### config.mk
export PLATFORM = sky130hd
export DESIGN_NAME = int64_to_decimal_text
export DESIGN_NICKNAME = d
export VERILOG_FILES = /design/src/hdl/i2d_pkg.sv /design/src/hdl/i2d_dabble.sv /design/src/hdl/int64_to_decimal_text.sv
export SDC_FILE = /design/constraint.sdc
export NUM_CORES = 1
export LEC_CHECK = 0
export ABC_AREA = 1
export CELL_PAD_IN_SITES_DETAIL_PLACEMENT = 1
export CELL_PAD_IN_SITES_GLOBAL_PLACEMENT = 1
export CORE_MARGIN = 2
export CORE_UTILIZATION = 45
export DETAILED_ROUTE_END_ITERATION = 16
export DONT_BUFFER_PORTS = 1
export MAX_ROUTING_LAYER = met4
export PLACE_DENSITY_LB_ADDON = 0.1
export SLEW_MARGIN = 25
export SYNTH_ARGS = -nofsm -noshare
export SYNTH_HDL_FRONTEND = slang
export SYNTH_SLANG_ARGS = --single-unit
### constraint.sdc
create_clock -name clk_i -period 6.8 [get_ports clk_i]
set_input_delay 1.02 -clock clk_i [delete_from_list [all_inputs] [get_ports clk_i]]
set_output_delay 1.02 -clock clk_i [all_outputs]
set_load 0.02 [all_outputs]
### src/hdl/i2d_pkg.sv
// i2d_pkg: shared constants, types and state encoding for the integer to decimal text block
// no dependencies; used by i2d_dabble and int64_to_decimal_text
`timescale 1ns / 1ps
`default_nettype none

package i2d_pkg;

  localparam int unsigned VALUE_WIDTH  = 64;
  localparam int unsigned NumDigits    = 20;
  localparam int unsigned DigitBits    = 4;
  localparam int unsigned BcdWidth     = NumDigits * DigitBits;
  localparam int unsigned BitsPerStep  = 4;
  localparam int unsigned NumSteps     = (VALUE_WIDTH + BitsPerStep - 1) / BitsPerStep;
  localparam int unsigned ShiftWidth   = NumSteps * BitsPerStep;
  localparam int unsigned StepWidth    = (NumSteps > 1) ? $clog2(NumSteps) : 1;
  localparam int unsigned IdxWidth     = $clog2(NumDigits);
  localparam int unsigned LenWidth     = 5;
  localparam int unsigned CharWidth    = 8;

  localparam logic [CharWidth-1:0] CharZero  = 8'd48;
  localparam logic [CharWidth-1:0] CharMinus = 8'd45;

  typedef logic [BcdWidth-1:0] bcd_t;

  typedef enum logic [1:0] {
    StIdle,
    StConv,
    StLen,
    StEmit
  } state_e;

endpackage

`default_nettype wire

### src/hdl/i2d_dabble.sv
// i2d_dabble: shared shift-and-add-3 unit, folds BitsPerStep binary bits into the bcd accumulator
// depends on i2d_pkg
`timescale 1ns / 1ps
`default_nettype none

module i2d_dabble (
  input  wire i2d_pkg::bcd_t                        bcd_i,
  input  wire logic [i2d_pkg::BitsPerStep-1:0]      bits_i,
  output i2d_pkg::bcd_t                             bcd_o
);

  always_comb begin
    i2d_pkg::bcd_t acc;
    logic [i2d_pkg::DigitBits-1:0] dig;
    acc = bcd_i;
    for (int s = 0; s < int'(i2d_pkg::BitsPerStep); s++) begin
      for (int d = 0; d < int'(i2d_pkg::NumDigits); d++) begin
        dig = acc[d*i2d_pkg::DigitBits +: i2d_pkg::DigitBits];
        if (dig >= 4'd5) begin
          acc[d*i2d_pkg::DigitBits +: i2d_pkg::DigitBits] = dig + 4'd3;
        end
      end
      acc = {acc[i2d_pkg::BcdWidth-2:0], bits_i[i2d_pkg::BitsPerStep-1-s]};
    end
    bcd_o = acc;
  end

endmodule

`default_nettype wire

### src/hdl/int64_to_decimal_text.sv
// sequence: accept in StIdle, StConv folds the magnitude through the shared dabble unit, StLen
// finds the text length, then StEmit sends one character per cycle while m_axis_tready is high
// the dabble unit takes 4 magnitude bits a cycle; input is not taken until the last character
// reset: asynchronous, active low; returns to idle and drops any number in progress
`timescale 1ns / 1ps
`default_nettype none

module int64_to_decimal_text (
  input  wire logic        clk_i,
  input  wire logic        rst_ni,
  input  wire logic        s_axis_tvalid,
  output logic             s_axis_tready,
  input  wire logic [63:0] s_axis_tdata,   // [63:0] number
  output logic             m_axis_tvalid,
  input  wire logic        m_axis_tready,
  output logic [7:0]       m_axis_tdata,   // [7:0] character
  output logic             m_axis_tlast,   // last_char
  output logic [4:0]       m_axis_tuser    // [4:0] text_length
);

  i2d_pkg::state_e state_q, state_d;

  logic [i2d_pkg::ShiftWidth-1:0]  mag_q, mag_d;
  i2d_pkg::bcd_t                   bcd_q, bcd_d, bcd_step;
  logic [i2d_pkg::StepWidth-1:0]   step_q, step_d;
  logic                            sign_q, sign_d;
  logic [i2d_pkg::IdxWidth-1:0]    idx_q, idx_d;
  logic [i2d_pkg::LenWidth-1:0]    len_q, len_d;

  logic [i2d_pkg::VALUE_WIDTH-1:0] raw;
  logic                            in_neg;
  logic [i2d_pkg::VALUE_WIDTH-1:0] in_mag;
  logic [i2d_pkg::IdxWidth-1:0]    hi_digit;
  logic [i2d_pkg::DigitBits-1:0]   cur_digit;

  assign raw    = s_axis_tdata[i2d_pkg::VALUE_WIDTH-1:0];
  assign in_neg = raw[i2d_pkg::VALUE_WIDTH-1];
  assign in_mag = in_neg ? (~raw + 1'b1) : raw;

  i2d_dabble u_dabble (
    .bcd_i  (bcd_q),
    .bits_i (mag_q[i2d_pkg::ShiftWidth-1 -: i2d_pkg::BitsPerStep]),
    .bcd_o  (bcd_step)
  );

  // most significant nonzero digit, zero gives digit 0
  always_comb begin
    hi_digit = '0;
    for (int k = 0; k < int'(i2d_pkg::NumDigits); k++) begin
      if (bcd_q[k*i2d_pkg::DigitBits +: i2d_pkg::DigitBits] != '0) begin
        hi_digit = i2d_pkg::IdxWidth'(k);
      end
    end
  end

  always_ff @(posedge clk_i or negedge rst_ni) begin
    if (!rst_ni) begin
      state_q <= i2d_pkg::StIdle;
      step_q  <= '0;
      sign_q  <= 1'b0;
      idx_q   <= '0;
      len_q   <= '0;
    end else begin
      state_q <= state_d;
      step_q  <= step_d;
      sign_q  <= sign_d;
      idx_q   <= idx_d;
      len_q   <= len_d;
    end
  end

  always_ff @(posedge clk_i) begin
    mag_q <= mag_d;
    bcd_q <= bcd_d;
  end

  always_comb begin
    state_d = state_q;
    mag_d   = mag_q;
    bcd_d   = bcd_q;
    step_d  = step_q;
    sign_d  = sign_q;
    idx_d   = idx_q;
    len_d   = len_q;
    case (state_q)
      i2d_pkg::StIdle: begin
        if (s_axis_tvalid) begin
          mag_d   = i2d_pkg::ShiftWidth'(in_mag);
          bcd_d   = '0;
          step_d  = '0;
          sign_d  = in_neg;
          state_d = i2d_pkg::StConv;
        end
      end
      i2d_pkg::StConv: begin
        bcd_d  = bcd_step;
        mag_d  = mag_q << i2d_pkg::BitsPerStep;
        step_d = step_q + 1'b1;
        if (step_q == i2d_pkg::StepWidth'(i2d_pkg::NumSteps - 1)) begin
          state_d = i2d_pkg::StLen;
        end
      end
      i2d_pkg::StLen: begin
        idx_d   = hi_digit;
        len_d   = i2d_pkg::LenWidth'(hi_digit) + i2d_pkg::LenWidth'(1)
                  + i2d_pkg::LenWidth'(sign_q);
        state_d = i2d_pkg::StEmit;
      end
      i2d_pkg::StEmit: begin
        if (m_axis_tready) begin
          if (sign_q) begin
            sign_d = 1'b0;
          end else if (idx_q == '0) begin
            state_d = i2d_pkg::StIdle;
          end else begin
            idx_d = idx_q - 1'b1;
          end
        end
      end
      default: begin
        state_d = i2d_pkg::StIdle;
      end
    endcase
  end

  assign cur_digit     = bcd_q[idx_q*i2d_pkg::DigitBits +: i2d_pkg::DigitBits];
  assign s_axis_tready = (state_q == i2d_pkg::StIdle);
  assign m_axis_tvalid = (state_q == i2d_pkg::StEmit);
  assign m_axis_tdata  = sign_q ? i2d_pkg::CharMinus
                                : i2d_pkg::CharZero + i2d_pkg::CharWidth'(cur_digit);
  assign m_axis_tlast  = !sign_q && (idx_q == '0);
  assign m_axis_tuser  = len_q;

  a_no_overlap: assert property (@(posedge clk_i) disable iff (!rst_ni)
    !(s_axis_tready && m_axis_tvalid))
    else $error("input taken while text is still going out");

  a_len_range: assert property (@(posedge clk_i) disable iff (!rst_ni)
    m_axis_tvalid |-> (m_axis_tuser >= 5'd1 &&
                       m_axis_tuser <= i2d_pkg::LenWidth'(i2d_pkg::NumDigits)))
    else $error("text length out of range");

  a_minus_not_last: assert property (@(posedge clk_i) disable iff (!rst_ni)
    (m_axis_tvalid && m_axis_tdata == i2d_pkg::CharMinus) |-> !m_axis_tlast)
    else $error("minus sign marked as last character");

  a_last_frees: assert property (@(posedge clk_i) disable iff (!rst_ni)
    (m_axis_tvalid && m_axis_tready && m_axis_tlast) |=> s_axis_tready)
    else $error("block not ready after last character");

  a_accept_conv: assert property (@(posedge clk_i) disable iff (!rst_ni)
    (s_axis_tvalid && s_axis_tready) |=> (state_q == i2d_pkg::StConv && step_q == '0))
    else $error("conversion did not start after input transaction");

endmodule

`default_nettype wire
==> results by group <==
Synth
  – Seq/Total Area, Yosys: 0.2633
  – Mapped Cells: 2600
  – Syn Area/Cell: 6.938 sq um
  – Prevailing post-synth register cell: edfxtp_1
  – Asr flop ratio synth: 0.1056
  – Syn. warnings: 0
  – Unique masters post-synth: 59
  – Synthesized flop and latch total: 161
  – Mapped Area: 0.01804 sq mm
  – EDFF count, synth: 144

Clocking
  – Setup Buffers After CTS: 0
  – Clock Latency Late Sink: 0.46 ns
  – CTS tree: built
  – Total CTS buffers: 17
  – # clock sinks: 161
  – Hold_buf cts: 0
  – Root buffer cell: clkbuf_16
  – Post-CTS Resized: 0
  – Htree depth: 4
  – CTS clk-pin slew, worst paths: 0.08 ns
  – Clock Tree Buf Depth: 2

STA
  – Slew @ Worst Pin: 1.016 ns
  – Slew Viols, Final: 0
  – Clk_skew: 0.01472 ns
  – Final critical path time including I/O delays and setup: 4.316 ns
  – Worst rel slew slack: 0.3229
  – Worst setup margin: 2.484 ns
  – Hold WS: 0.2410 ns
  – RSZ-0062 raised after global routing: false
  – Final Setup Violations: 0
  – Hold Vio Cnt, Final: 0
  – Final period util: 0.6348
  – Peak Freq: 0.2317 GHz
  – TNS Setup: 0 ns

Global routing
  – Total track usage: 0.2501
  – Initial antenna violation count: 1
  – Largest net degree at the start of global routing: 87
  – Vias in the first global route: 17100
  – Grt total ovfl: 0
  – First-pass GRT wire length: 81920 um

Place
  – Dpl hpwl: 38950 um
  – Placed Area: 0.01858 sq mm
  – Post-place setup slack: 2.525 ns
  – PortBufs: 0
  – GP Congestion: 0.8427

Floorplan
  – Die boundary width: 204.2 um
  – IO Count: 84
  – Die ar.: 0.04170 sq mm
  – Initial Utilization: 0.4551
  – CORE AREA: 0.03964 sq mm
  – Die Ht: 204.2 um
  – Cell Rows: 73

Route
  – # DRC: 0
  – DR WL/cell: 15.95 um
  – Routed wire length: 49750 um
  – Routed Antenna Nets: 0
  – Via density: 5.271
  – Initial DRC count: 628
  – First-pass DRT Iterations: 5
  – Via count: 16440

Setup path
  – Required @ worst endpoint: 7.02 ns
  – Startpoint class of the critical path: flop
  – Worst r2r dst: bcd_q[74]
  – R2r setup slk: 2.48 ns
  – Reg2Reg Depth: 25
  – CP Max Fanout: 4
  – Crit end category: flop
  – Critical setup path kind: flop to flop
  – Reg2reg start: bcd_q[73]
  – Most used cell, CP: nand2_1
  – Critical Path AT: 4.54 ns
  – Worst path slowest cell: edfxtp_1
  – Biggest cell delay along the critical path: 0.42 ns

Final layout
  – Synth-to-Final Area Change: 6.479%
  – Share of post-route cells with drive strength above 1: 0.1280
  – Design Area, Final: 0.01921 sq mm
  – Layout Nets: 2819

Job
  – Max-cap viol count: 0

Status
  – Status: complete, no violations

Hold path
  – Worst hold path class: primary input to async pin
[worst max-delay path: cells and delay by family, from the launching register on]
family | cells | cell delay, ns
buf+inv | 5 | 0.50
xor+xnor | 3 | 0.87
fa+ha+maj | 4 | 0.86
compound gates | 2 | 0.31
simple gates | 11 | 1.11
flops | 1 | 0.42
[final cells by class]
cell class / count / area [sq um]
Fill cell: 5184 / 20430
Multi-Input combinational cell: 1900 / 11260
Sequential cell: 161 / 4750
Inverter: 493 / 1858
Tap cell: 525 / 656.9
Clock buffer: 17 / 425.4
Clock inverter: 15 / 201.4
Timing Repair Buffer: 7 / 52.55
Antenna cell: 1 / 2.502
[metrics by stage]
stage,util,std cells
2_1_floorplan,-,2601
3_3_place_gp,0.4687,3086
3_5_place_dp,0.4687,3086
4_1_cts,0.4845,3118
5_1_grt,0.4845,3119
6_report,0.4845,3119
[synthesized netlist by cell type, drive strengths merged (18+ instances only)]
library cell / n / share of area
nand2: 545 / 0.13
a21oi: 231 / 0.069
xor2: 77 / 0.045
or2: 23 / 0.0080
ha: 171 / 0.12
clkbuf: 34 / 0.0071
edfxtp: 144 / 0.24
nand3: 102 / 0.031
o21ai: 270 / 0.094
a211oi: 18 / 0.0075
nor3: 39 / 0.012
nor2: 326 / 0.071
inv: 489 / 0.10
[worst max-delay path by stage]
stage | start | to | slack (ns) | cells after the start
finish | bcd_q[73] | bcd_q[74] | 2.48 | 25
floorplan | s_axis_tvalid | step_q[3] | 1.89 | 7
detailed placement | bcd_q[17] | bcd_q[18] | 2.53 | 25
CTS | bcd_q[73] | bcd_q[74] | 2.49 | 25
global route | bcd_q[68] | bcd_q[74] | 2.06 | 26
global placement | bcd_q[68] | bcd_q[74] | 2.82 | 26
[sequential cells by signal (all words and copies together), names as in the netlist]
name	count
state_q	2
bcd_q	80
idx_q	5
mag_q	64
sign_q	1
step_q	4
m_axis_tuser	5
[layer usage]
layer  vias up  wire length, um  track usage
li1       8317                -            -
met1      7857            21400       0.2806
met2       195            25230       0.4518
met3        72             1611      0.04018
met4         0             1508      0.08075
met5         -                0            -
[placed cells by master, fill, tap and decap left out, types with 18 or more instances in the layout]
| cell type | instances |
|---|---|
| xor2_2 | 18 |
| nor3_1 | 37 |
| o21ai_0 | 143 |
| nor2_1 | 316 |
| inv_2 | 43 |
| a211oi_1 | 18 |
| inv_1 | 444 |
| ha_1 | 170 |
| o21ai_1 | 39 |
| nand2_2 | 83 |
| nand3_1 | 96 |
| a21oi_1 | 209 |
| xor2_1 | 59 |
| edfxtp_1 | 144 |
| nand2_1 | 460 |
| a21oi_2 | 22 |
| o21ai_2 | 87 |
[cell families (layout without fill, tap and decap cells)]
logic type	Yosys count	count (layout)	synth area share
other	2	4	0.0004163
adders and majority gates	171	171	0.1186
and+or+nand+nor	1074	1074	0.2623
AOI/OAI and AO/OA	560	560	0.1899
DFF	161	161	0.2633
buffers and inverters	540	532	0.1133
xor gates and xnor gates	92	92	0.05216
Power is not shown: default switching activity piles up to over one toggle a cycle in this logic, so the estimate is an artifact.
